### src/rtl/lbb_pkg.sv
// lbb_pkg: types and constants for the led breathing/blink controller
// transaction payload structs, mode and register codes, ramp constants
// no dependencies

package lbb_pkg;

	localparam int STEP_PERCENT = 2;

	localparam logic [6:0] LEVEL_MAX = 7'd100;
	localparam logic [6:0] LEVEL_DIV = 7'd33;

	localparam logic [9:0]  RST_STEP_MIN    = 10'd10;
	localparam logic [11:0] RST_ON_HOLD     = 12'd600;
	localparam logic [11:0] RST_OFF_HOLD    = 12'd2600;
	localparam logic [11:0] RST_BLINK_SHORT = 12'd200;
	localparam logic [11:0] RST_BLINK_LONG  = 12'd2000;

	localparam logic OP_SET_MODE = 1'b0;
	localparam logic OP_TICK     = 1'b1;

	localparam logic [1:0] MODE_ON      = 2'd0;
	localparam logic [1:0] MODE_OFF     = 2'd1;
	localparam logic [1:0] MODE_SUSPEND = 2'd2;
	localparam logic [1:0] MODE_BLINK   = 2'd3;

	localparam logic [1:0] BLINK_SHORT = 2'd0;
	localparam logic [1:0] BLINK_LONG  = 2'd1;

	localparam logic [2:0] REG_STEP_MIN    = 3'd0;
	localparam logic [2:0] REG_ON_HOLD     = 3'd1;
	localparam logic [2:0] REG_OFF_HOLD    = 3'd2;
	localparam logic [2:0] REG_BLINK_SHORT = 3'd3;
	localparam logic [2:0] REG_BLINK_LONG  = 3'd4;

	typedef struct packed {
		logic       operation;
		logic [1:0] mode;
		logic [1:0] blink_select;
	} in_t;

	typedef struct packed {
		logic [6:0] duty_percent;
		logic       pwm_enabled;
		logic       pin_released;
	} out_t;

endpackage

### src/rtl/led_breathing_blink_controller.sv
// led_breathing_blink_controller: power led duty controller, top level
// input register, mode step logic, result register, apb register file
// depends on lbb_pkg

// One input transaction (set-mode or millisecond tick) is accepted per clock
// while in_ready is high and gives exactly one result transaction: the input
// register captures it, then the mode step runs against the stored state and
// loads the result register. While a result waits on
// out_ready the input register still takes one more transaction, after which
// in_ready drops until the result is taken. Registers are at byte offsets
// 0x00 step_min_ticks, 0x04 on_hold_ticks, 0x08 off_hold_ticks,
// 0x0C blink_short_ticks, 0x10 blink_long_ticks; a new value takes effect at
// the next step and does not alter a countdown already running. After reset
// the block behaves as if mode on had just been set.
module led_breathing_blink_controller (
	input  logic          clk,
	input  logic          arst_n,
	input  logic          in_valid,
	output logic          in_ready,
	input  lbb_pkg::in_t  in_data,
	output logic          out_valid,
	input  logic          out_ready,
	output lbb_pkg::out_t out_data,
	input  logic          psel,
	input  logic          penable,
	input  logic          pwrite,
	input  logic [4:0]    paddr,
	input  logic [31:0]   pwdata,
	output logic [31:0]   prdata,
	output logic          pready
);
	import lbb_pkg::*;

	// configuration registers
	logic [9:0]  step_min_q;
	logic [11:0] on_hold_q;
	logic [11:0] off_hold_q;
	logic [11:0] blink_short_q;
	logic [11:0] blink_long_q;

	// controller state
	logic [1:0]  mode_q;
	logic [6:0]  level_q;
	logic        ramp_up_q;
	logic        long_blink_q;
	logic [11:0] remaining_q;
	logic        wait_q;
	logic [6:0]  duty_q;
	logic        pwm_q;

	// pipeline
	logic valid_s1;
	in_t  data_s1;
	logic out_valid_q;
	out_t out_data_q;
	logic adv;

	// next state
	logic [1:0]  nxt_mode;
	logic [6:0]  nxt_level;
	logic        nxt_ramp;
	logic        nxt_long;
	logic [11:0] nxt_rem;
	logic        nxt_wait;
	logic [6:0]  nxt_duty;
	logic        nxt_pwm;
	logic        run;
	logic        ramp_dir;
	logic [2:0]  factor;
	logic [11:0] step_prod;
	logic [11:0] breathe_t;
	logic [7:0]  level_up;
	logic [6:0]  level_ramp;
	logic [2:0]  reg_idx;
	logic        cfg_wr;

	assign pready  = 1'b1;
	assign reg_idx = paddr[4:2];
	assign cfg_wr  = psel && penable && pwrite && pready;

	always_ff @(posedge clk or negedge arst_n) begin
		if (!arst_n) begin
			step_min_q    <= RST_STEP_MIN;
			on_hold_q     <= RST_ON_HOLD;
			off_hold_q    <= RST_OFF_HOLD;
			blink_short_q <= RST_BLINK_SHORT;
			blink_long_q  <= RST_BLINK_LONG;
		end else if (cfg_wr) begin
			unique case (reg_idx)
				REG_STEP_MIN:    step_min_q    <= pwdata[9:0];
				REG_ON_HOLD:     on_hold_q     <= pwdata[11:0];
				REG_OFF_HOLD:    off_hold_q    <= pwdata[11:0];
				REG_BLINK_SHORT: blink_short_q <= pwdata[11:0];
				REG_BLINK_LONG:  blink_long_q  <= pwdata[11:0];
				default: begin
				end
			endcase
		end
	end

	always_comb begin
		unique case (reg_idx)
			REG_STEP_MIN:    prdata = {22'd0, step_min_q};
			REG_ON_HOLD:     prdata = {20'd0, on_hold_q};
			REG_OFF_HOLD:    prdata = {20'd0, off_hold_q};
			REG_BLINK_SHORT: prdata = {20'd0, blink_short_q};
			REG_BLINK_LONG:  prdata = {20'd0, blink_long_q};
			default:         prdata = 32'd0;
		endcase
	end

	// handshake and pipeline control
	assign adv       = valid_s1 && (!out_valid_q || out_ready);
	assign in_ready  = !valid_s1 || adv;
	assign out_valid = out_valid_q;
	assign out_data  = out_data_q;

	always_ff @(posedge clk or negedge arst_n) begin
		if (!arst_n) begin
			valid_s1 <= 1'b0;
		end else if (in_ready) begin
			valid_s1 <= in_valid;
		end
	end

	always_ff @(posedge clk) begin
		if (in_valid && in_ready) begin
			data_s1 <= in_data;
		end
	end

	// breathing step time: step_min * (1 + level/33), level at most 100; off_hold at level 0, on_hold at 100
	always_comb begin
		if (level_q >= 7'(3 * LEVEL_DIV)) begin
			factor = 3'd4;
		end else if (level_q >= 7'(2 * LEVEL_DIV)) begin
			factor = 3'd3;
		end else if (level_q >= LEVEL_DIV) begin
			factor = 3'd2;
		end else begin
			factor = 3'd1;
		end
		step_prod = 12'(step_min_q) * 12'(factor);
		if (level_q == 7'd0) begin
			ramp_dir  = 1'b1;
			breathe_t = off_hold_q;
		end else if (level_q >= LEVEL_MAX) begin
			ramp_dir  = 1'b0;
			breathe_t = on_hold_q;
		end else begin
			ramp_dir  = ramp_up_q;
			breathe_t = step_prod;
		end
		level_up = {1'b0, level_q} + 8'(STEP_PERCENT);
		if (ramp_dir) begin
			level_ramp = (level_up > {1'b0, LEVEL_MAX}) ? LEVEL_MAX : level_up[6:0];
		end else begin
			level_ramp = (level_q < 7'(STEP_PERCENT)) ? 7'd0 : level_q - 7'(STEP_PERCENT);
		end
	end

	// mode step
	always_comb begin
		nxt_mode  = mode_q;
		nxt_level = level_q;
		nxt_ramp  = ramp_up_q;
		nxt_long  = long_blink_q;
		nxt_rem   = remaining_q;
		nxt_wait  = wait_q;
		nxt_duty  = duty_q;
		nxt_pwm   = pwm_q;
		run       = 1'b0;

		if (data_s1.operation == OP_SET_MODE) begin
			nxt_mode = data_s1.mode;
			if (data_s1.blink_select == BLINK_SHORT) begin
				nxt_long = 1'b0;
			end else if (data_s1.blink_select == BLINK_LONG) begin
				nxt_long = 1'b1;
			end
			run = 1'b1;
		end else if (!wait_q) begin
			if (remaining_q <= 12'd1) begin
				nxt_rem = 12'd0;
				run     = 1'b1;
			end else begin
				nxt_rem = remaining_q - 12'd1;
			end
		end

		if (run) begin
			unique case (nxt_mode)
				MODE_ON: begin
					nxt_pwm   = 1'b1;
					nxt_level = LEVEL_MAX;
					nxt_duty  = LEVEL_MAX;
					nxt_wait  = 1'b1;
				end
				MODE_OFF: begin
					nxt_pwm  = 1'b0;
					nxt_wait = 1'b1;
				end
				MODE_SUSPEND: begin
					nxt_pwm   = 1'b1;
					nxt_ramp  = ramp_dir;
					nxt_duty  = level_q;
					nxt_level = level_ramp;
					nxt_wait  = 1'b0;
					nxt_rem   = breathe_t;
				end
				default: begin
					nxt_pwm = 1'b1;
					if (level_q == 7'd0) begin
						nxt_level = LEVEL_MAX;
					end else if (level_q == LEVEL_MAX) begin
						nxt_level = 7'd0;
					end
					nxt_duty = nxt_level;
					nxt_wait = 1'b0;
					nxt_rem  = nxt_long ? blink_long_q : blink_short_q;
				end
			endcase
		end
	end

	always_ff @(posedge clk or negedge arst_n) begin
		if (!arst_n) begin
			mode_q       <= MODE_ON;
			level_q      <= LEVEL_MAX;
			ramp_up_q    <= 1'b1;
			long_blink_q <= 1'b0;
			remaining_q  <= 12'd0;
			wait_q       <= 1'b1;
			duty_q       <= LEVEL_MAX;
			pwm_q        <= 1'b1;
		end else if (adv) begin
			mode_q       <= nxt_mode;
			level_q      <= nxt_level;
			ramp_up_q    <= nxt_ramp;
			long_blink_q <= nxt_long;
			remaining_q  <= nxt_rem;
			wait_q       <= nxt_wait;
			duty_q       <= nxt_duty;
			pwm_q        <= nxt_pwm;
		end
	end

	// result register
	always_ff @(posedge clk or negedge arst_n) begin
		if (!arst_n) begin
			out_valid_q <= 1'b0;
		end else if (adv) begin
			out_valid_q <= 1'b1;
		end else if (out_ready) begin
			out_valid_q <= 1'b0;
		end
	end

	always_ff @(posedge clk) begin
		if (adv) begin
			out_data_q.duty_percent <= nxt_pwm ? nxt_duty : 7'd0;
			out_data_q.pwm_enabled  <= nxt_pwm;
			out_data_q.pin_released <= !nxt_pwm;
		end
	end

`ifndef SYNTHESIS
	a_pin_vs_pwm: assert property (@(posedge clk) disable iff (!arst_n)
		out_valid |-> (out_data.pwm_enabled != out_data.pin_released))
		else $error("pin_released does not mirror pwm_enabled");

	a_duty_range: assert property (@(posedge clk) disable iff (!arst_n)
		out_valid |-> (out_data.duty_percent <= LEVEL_MAX))
		else $error("duty above 100 percent");

	a_level_range: assert property (@(posedge clk) disable iff (!arst_n)
		level_q <= LEVEL_MAX)
		else $error("stored level above 100");

	a_timer_mode: assert property (@(posedge clk) disable iff (!arst_n)
		!wait_q |-> (mode_q == MODE_SUSPEND || mode_q == MODE_BLINK))
		else $error("countdown armed outside suspend or blink");
`endif

endmodule

### config.mk
export PLATFORM = sky130hd
export DESIGN_NAME = led_breathing_blink_controller
export DESIGN_NICKNAME = d
export VERILOG_FILES = /design/src/rtl/lbb_pkg.sv /design/src/rtl/led_breathing_blink_controller.sv
export SDC_FILE = /design/constraint.sdc
export NUM_CORES = 1
export LEC_CHECK = 0
export BUFFER_PORTS_ARGS = -buffer_cell sky130_fd_sc_hd__buf_2
export CAP_MARGIN = 10
export CORE_MARGIN = 1.5
export CORE_UTILIZATION = 30
export DETAILED_ROUTE_END_ITERATION = 12
export PLACE_DENSITY = 0.48
export SLEW_MARGIN = 40
export SYNTH_ARGS = -nofsm -noshare
export SYNTH_HDL_FRONTEND = slang
export SYNTH_SLANG_ARGS = --single-unit
### constraint.sdc
create_clock -name clk -period 4.45 [get_ports clk]
set_input_delay 0.6675 -clock clk [delete_from_list [all_inputs] [get_ports clk]]
set_output_delay 0.6675 -clock clk [all_outputs]
set_load 0.1 [all_outputs]
### Word-level counts from Yosys, hierarchy flattened

Index checks and enable logic that the tools add are counted.
Widths: inputs -> output; s select.

| word-level totals | value |
|---|---|
| register bits after elaboration | 106 |
| bits of input ports | 49 |
| output and inout port bits | 44 |
| word-level logic and storage cells | 98 |

| operators by class | value |
|---|---|
| add/sub/neg operators | 3 |
| multipliers | 1 |
| magnitude comparators | 7 |
| equality and inequality tests | 8 |
| muxes and demuxes | 34 |
| bitwise gates (word level) | 1 |
| reductions and logical operators | 23 |

Operators with widths:

| operator | number |
|---|---|
| $mux 12 | 7 |
| $pmux 12 s5 | 1 |
| $mux 7 | 6 |
| $pmux 7 s3 | 2 |
| $pmux 12 s2 | 1 |
| $ge 7x7->1 const B | 3 |
| $mux 1 | 13 |
| $le 12x1->1 const B | 1 |
| $mul 10x3->12 | 1 |
| $reduce_and 2->1 | 6 |
| $sub 12x1->12 const B | 1 |
| $add 7x2->8 const B | 1 |
| $gt 8x7->1 const B | 1 |
| $eq 7x7->1 const B | 1 |
| $ge 7x6->1 const B | 1 |
| $logic_not 7->1 | 1 |
| $lt 7x2->1 const B | 1 |
| $sub 7x2->7 const B | 1 |
| $eq 3x2->1 const B | 2 |
| $mux 2 | 3 |
| $reduce_and 3->1 | 2 |
| $eq 2x1->1 const B | 2 |
| $logic_and 1x1->1 | 4 |
| $logic_not 2->1 | 2 |
| other kinds (10) | 13 |

### Longest topological paths before layout

| logic depth | value |
|---|---|
| depth in word-level cells | 9 |
| gate-level depth with buffers | 20 |
| mapped depth without buffers | 19 |

### Least setup slack after synthesis

No wires, ideal clock.

| timing | value |
|---|---|
| path type | flip-flop to flip-flop |
| start point | reg level_q[2] |
| end point | reg remaining_q[9] |
| setup time | 0.130 ns |
| data arrival time | 4.224 ns |
| required time | 4.320 ns |
| slack | 0.096 ns |
| stages on the path, launching flop included | 17 |
| path buffers | 1 |
| clock period less this slack | 4.354 ns |
| cell sequence | dfstp_2 > clkbuf_1 > inv_1 > ha_1 > o21ai_0 > a21oi_1 > a311oi_1 > nand2_1 > fa_1 > inv_1 > ha_1 > a21o_1 > a21oi_1 > a21oi_1 > or3_1 > a21oi_1 > o211ai_2 |

| on the way | value |
|---|---|
| word-level cells in the longest chain between the ends | 9 |
| elaborated cells between the ends (all ways) | 13 |
| those cells by class | mul (1); order compare (4); mux (7); reduce/logical (1) |

RTL lines:

| item | RTL line | text |
|---|---|---|
| from (decl) | led_breathing_blink_controller.sv:43 | `logic [6:0] level_q;` |
| from (signal assigned) | led_breathing_blink_controller.sv:238 | `level_q <= nxt_level;` |
| $ge 7x6->1 | led_breathing_blink_controller.sv:138 | `end else if (level_q >= LEVEL_DIV) begin` |
| $mux 2 | led_breathing_blink_controller.sv:138 |  |
| $mux 2 | led_breathing_blink_controller.sv:136 | `end else if (level_q >= 7'(2 * LEVEL_DIV)) begin` |
| $mux 3 | led_breathing_blink_controller.sv:134 | `if (level_q >= 7'(3 * LEVEL_DIV)) begin` |
| $mul 10x3->12 | led_breathing_blink_controller.sv:143 | `step_prod = 12'(step_min_q) * 12'(factor);` |
| $mux 12 | led_breathing_blink_controller.sv:147 | `end else if (level_q >= LEVEL_MAX) begin` |
| $mux 12 (*) | led_breathing_blink_controller.sv:144 | `if (level_q == 7'd0) begin` |
| $pmux 12 s2 (*) | led_breathing_blink_controller.sv:192 | `unique case (nxt_mode)` |
| $mux 12 (*) | led_breathing_blink_controller.sv:191 | `if (run) begin` |
| to (signal assigned) | led_breathing_blink_controller.sv:241 | `remaining_q <= nxt_rem;` |
| to (decl) | led_breathing_blink_controller.sv:46 | `logic [11:0] remaining_q;` |

Every way passes the cells marked *; elsewhere a longest branch is shown, timed or not.
A chain may end at the register's enable or synchronous reset.

### Final worst setup path

Ends and elaborated chain as after synthesis.

==> results.py <==
metrics = {
    "placement": {
        "io_buffers": 49,
        "place_area_mm2": 0.007597,
        "hpwl_um": 14570,
        "gpl.final_weighted_congestion": 0.8364,
    },
    "synthesis": {
        "synth_top_area_share_pct": 22.91,
        "ys_seq_area_share_pct": 39.44,
        "avgSynthCellArea_um2": 9.552,
        "ys_types": 69,
        "synthSimpleGateAreaFrac_pct": 16.16,
        "yosys-top-cells-area": "dfrtp_1 (23%), dfstp_2 (11%), mux2_2 (10%)",
        "netlist_instances": 732,
        "synth_xor_area_share_pct": 1.127,
        "synth_ff_type": "dfrtp_1",
        "syn-cell-area_mm2": 0.006992,
        "async_flop_share_pct": 86.79,
        "synthMuxAreaShare_pct": 15.34,
        "synth_compound_area_share_pct": 15.80,
        "synth.ff_latch_count": 106,
        "synth_fa_ha_area_share_pct": 5.977,
        "synth_warnings": 0,
        "yosys.area.top_type": "dfrtp_1",
        "synth_edf_count": 14,
        "synth_top_family_by_area": "simple AND/OR/NAND/NOR gates",
    },
    "cells_and_area": {
        "multi_input_area_mm2": 0.003915,
        "drive_above_1_share_pct": 25.51,
        "post-route-cell-area_mm2": 0.007918,
        "nFillCells": 2381,
        "final_nets": 852,
        "synthToLayoutAreaGrowth_pct": 13.24,
        "seq_area_mm2": 0.002758,
        "num_antenna_cells": 0,
    },
    "detailed_routing": {
        "detail-route-antenna-nets": 0,
        "drc": 0,
        "vias_per_cell": 5.096,
        "drt-total-wl_um": 20400,
        "dr.pass1.iters": 4,
        "drtIter0Drc": 472,
        "vias": 5570,
        "wl_per_cell_um": 18.67,
    },
    "cts": {
        "clock_path_buffers": 2,
        "cts_tree": "yes",
        "clock-sinks": 106,
        "clk_latency_ns": 0.36,
        "clkSlewWorstSetupHoldPaths_ns": 0.08,
        "cts_root_buf": "clkbuf_16",
        "cts_made_buffers": 9,
        "holdBufCountCts": 0,
        "cts.htree.levels": 3,
    },
    "timing": {
        "setup_viol": 0,
        "rsz0062_at_grt": "false",
        "period_minus_slack_ns": 4.074,
        "worst_pin_slew_ns": 0.8019,
        "timing.final.crit_share_pct": 91.55,
        "tns_ns": 0,
        "hold_violations": 0,
        "whs_ns": 0.2892,
        "max-slew-margin-rel_pct": 46.54,
        "clock.fmax_ghz": 0.2455,
        "slew_viol_final": 0,
        "fin_skew_ns": 0.01426,
    },
    "worst_setup_path": {
        "endpoint_kind": "flop",
        "worstSetupStartpointType": "flop",
        "path_class": "reg -> reg",
        "rr_worst_depth": 17,
        "worstPathArrival_ns": 4.30,
        "critical_path_peak_fanout": 10,
        "critPathRequiredTime_ns": 4.68,
    },
    "pwr": {
        "peakVddDrop_mv": 0.2363,
        "powerDensity_mw_per_mm2": 559.4,
        "p_leak_nw": 3.504,
    },
    "global_routing": {
        "grt_pass1_wl_um": 32660,
        "grt_overflow": 0,
        "grt_max_degree": 61,
        "antenna_found_initial": 0,
        "grt_pass1_vias": 5458,
        "grt_usage_pct": 17.53,
    },
    "die": {
        "row_count": 55,
        "die-height_um": 155.7,
        "start_util_pct": 30.69,
        "die_area_mm2": 0.02423,
        "core_mm2": 0.02278,
        "die_w_um": 155.7,
        "ios": 93,
    },
    "job": {
        "maxCapViolations": 0,
    },
    "outcome": {
        "status": "finished clean",
    },
    "min_path": {
        "min_path_type": "in -> async",
    },
}
-- critical path: stages, from the launching register on --
cell	delay, ns
dfstp_2	0.37
inv_1	0.19
ha_1	0.24
inv_1	0.08
nor2_1	0.23
nand2_1	0.12
a311oi_1	0.28
buf_4	0.23
nand2_1	0.08
fa_1	0.48
inv_1	0.04
ha_1	0.35
a21o_1	0.20
a21oi_1	0.28
a21oi_1	0.12
or3_1	0.35
a21oi_1	0.20
o211ai_2	0.09
-- repair_timing --
item                                    CTS  global route
endpoints found under the setup margin    0             1
setup buffers                             0             0
gates resized for setup                   0             1
-- cells by family after synthesis --
logic type,count (synthesis)
AOI/OAI and AO/OA,165
xor gates and xnor gates,9
adders and majority gates,28
buffers and inverters,91
DFF,106
muxes,98
other,2
and+or+nand+nor,233
-- state kept, by name (all words and copies together), names as in the netlist, 2 cells and up --
| name | cells |
|---|---|
| step_min_q | 10 |
| level_q | 7 |
| mode_q | 2 |
| off_hold_q | 12 |
| on_hold_q | 12 |
| blink_long_q | 12 |
| remaining_q | 12 |
| blink_short_q | 12 |
| out_data | 9 |
| duty_q | 7 |
| data_s1 | 5 |
-- routing by layer --
metal | vias up | track usage (%) | share of wire [%]
met2 | 121 | 27.76 | 47
met5 | - | 0 | 0
met1 | 2736 | 24.52 | 48
li1 | 2698 | - | -
met4 | 0 | 3.311 | 1.0
met3 | 15 | 4.056 | 4.7
-- report_power, final --
part           switching [mW]  internal [mW]  leakage, nW  total, mW
registers               0.202           1.26         1.24       1.46
clock network           0.403          0.421        0.149      0.824
logic                    1.38          0.762         2.11       2.14
-- metrics by stage --
stage	total power, mW	worst slack, ns	instances	util [%]
after floorplan	3.022	0.09610	751	-
after global placement	3.613	0.3788	1075	33.29
after detailed placement	3.614	0.3431	1076	33.35
after CTS	4.455	0.2998	1092	34.67
after global routing	4.744	0.07672	1093	34.76
final	4.429	0.3759	1093	34.76
-- worst paths after layout --
kind                       startpoint        endpoint  slack [ns]
setup / recovery           level_q[2]  remaining_q[9]        0.38
hold reg to reg             duty_q[5]       duty_q[5]        0.46
max in group asynchronous      arst_n   off_hold_q[3]        3.25
min in group clk            duty_q[5]       duty_q[5]        0.46
setup reg to reg           level_q[2]  remaining_q[9]        0.38
hold / removal                 arst_n      level_q[3]        0.29
-- cell usage after synthesis, drive strengths merged (11+ instances only) --
library cell  count
o21ai            36
edfxtp           14
inv              30
mux2             63
ha               19
nor3             15
clkbuf           33
dfstp            28
nand2b           11
mux2i            34
dfrtp            64
nand2            79
a21oi            34
nor2             56
nand3            19
o22ai            13
a21o             12
buf              28
-- final cells by class --
type                    count  area share (%)
well taps                 313           4.946
repair buffers             74           5.563
inverters                  30           1.422
clock buffers              11           3.192
clock inverters             5          0.6005
multi-input cells         554           49.45
flip-flops and latches    106           34.83
-- placed cells by master, fill, tap and decap left out, drive strengths merged, types with 9 or more instances in the layout --
master,n
nand3,19
mux2,63
dfrtp,64
nor3,15
nand2b,11
mux2i,34
a21oi,34
o22ai,13
o21ai,36
inv,32
ha,19
nand2,79
nor2,56
a31oi,9
buf,74
conb,21
a21o,12
clkbuf,11
fa,9
edfxtp,14
dfstp,28
(Power assumes the default switching activity.)
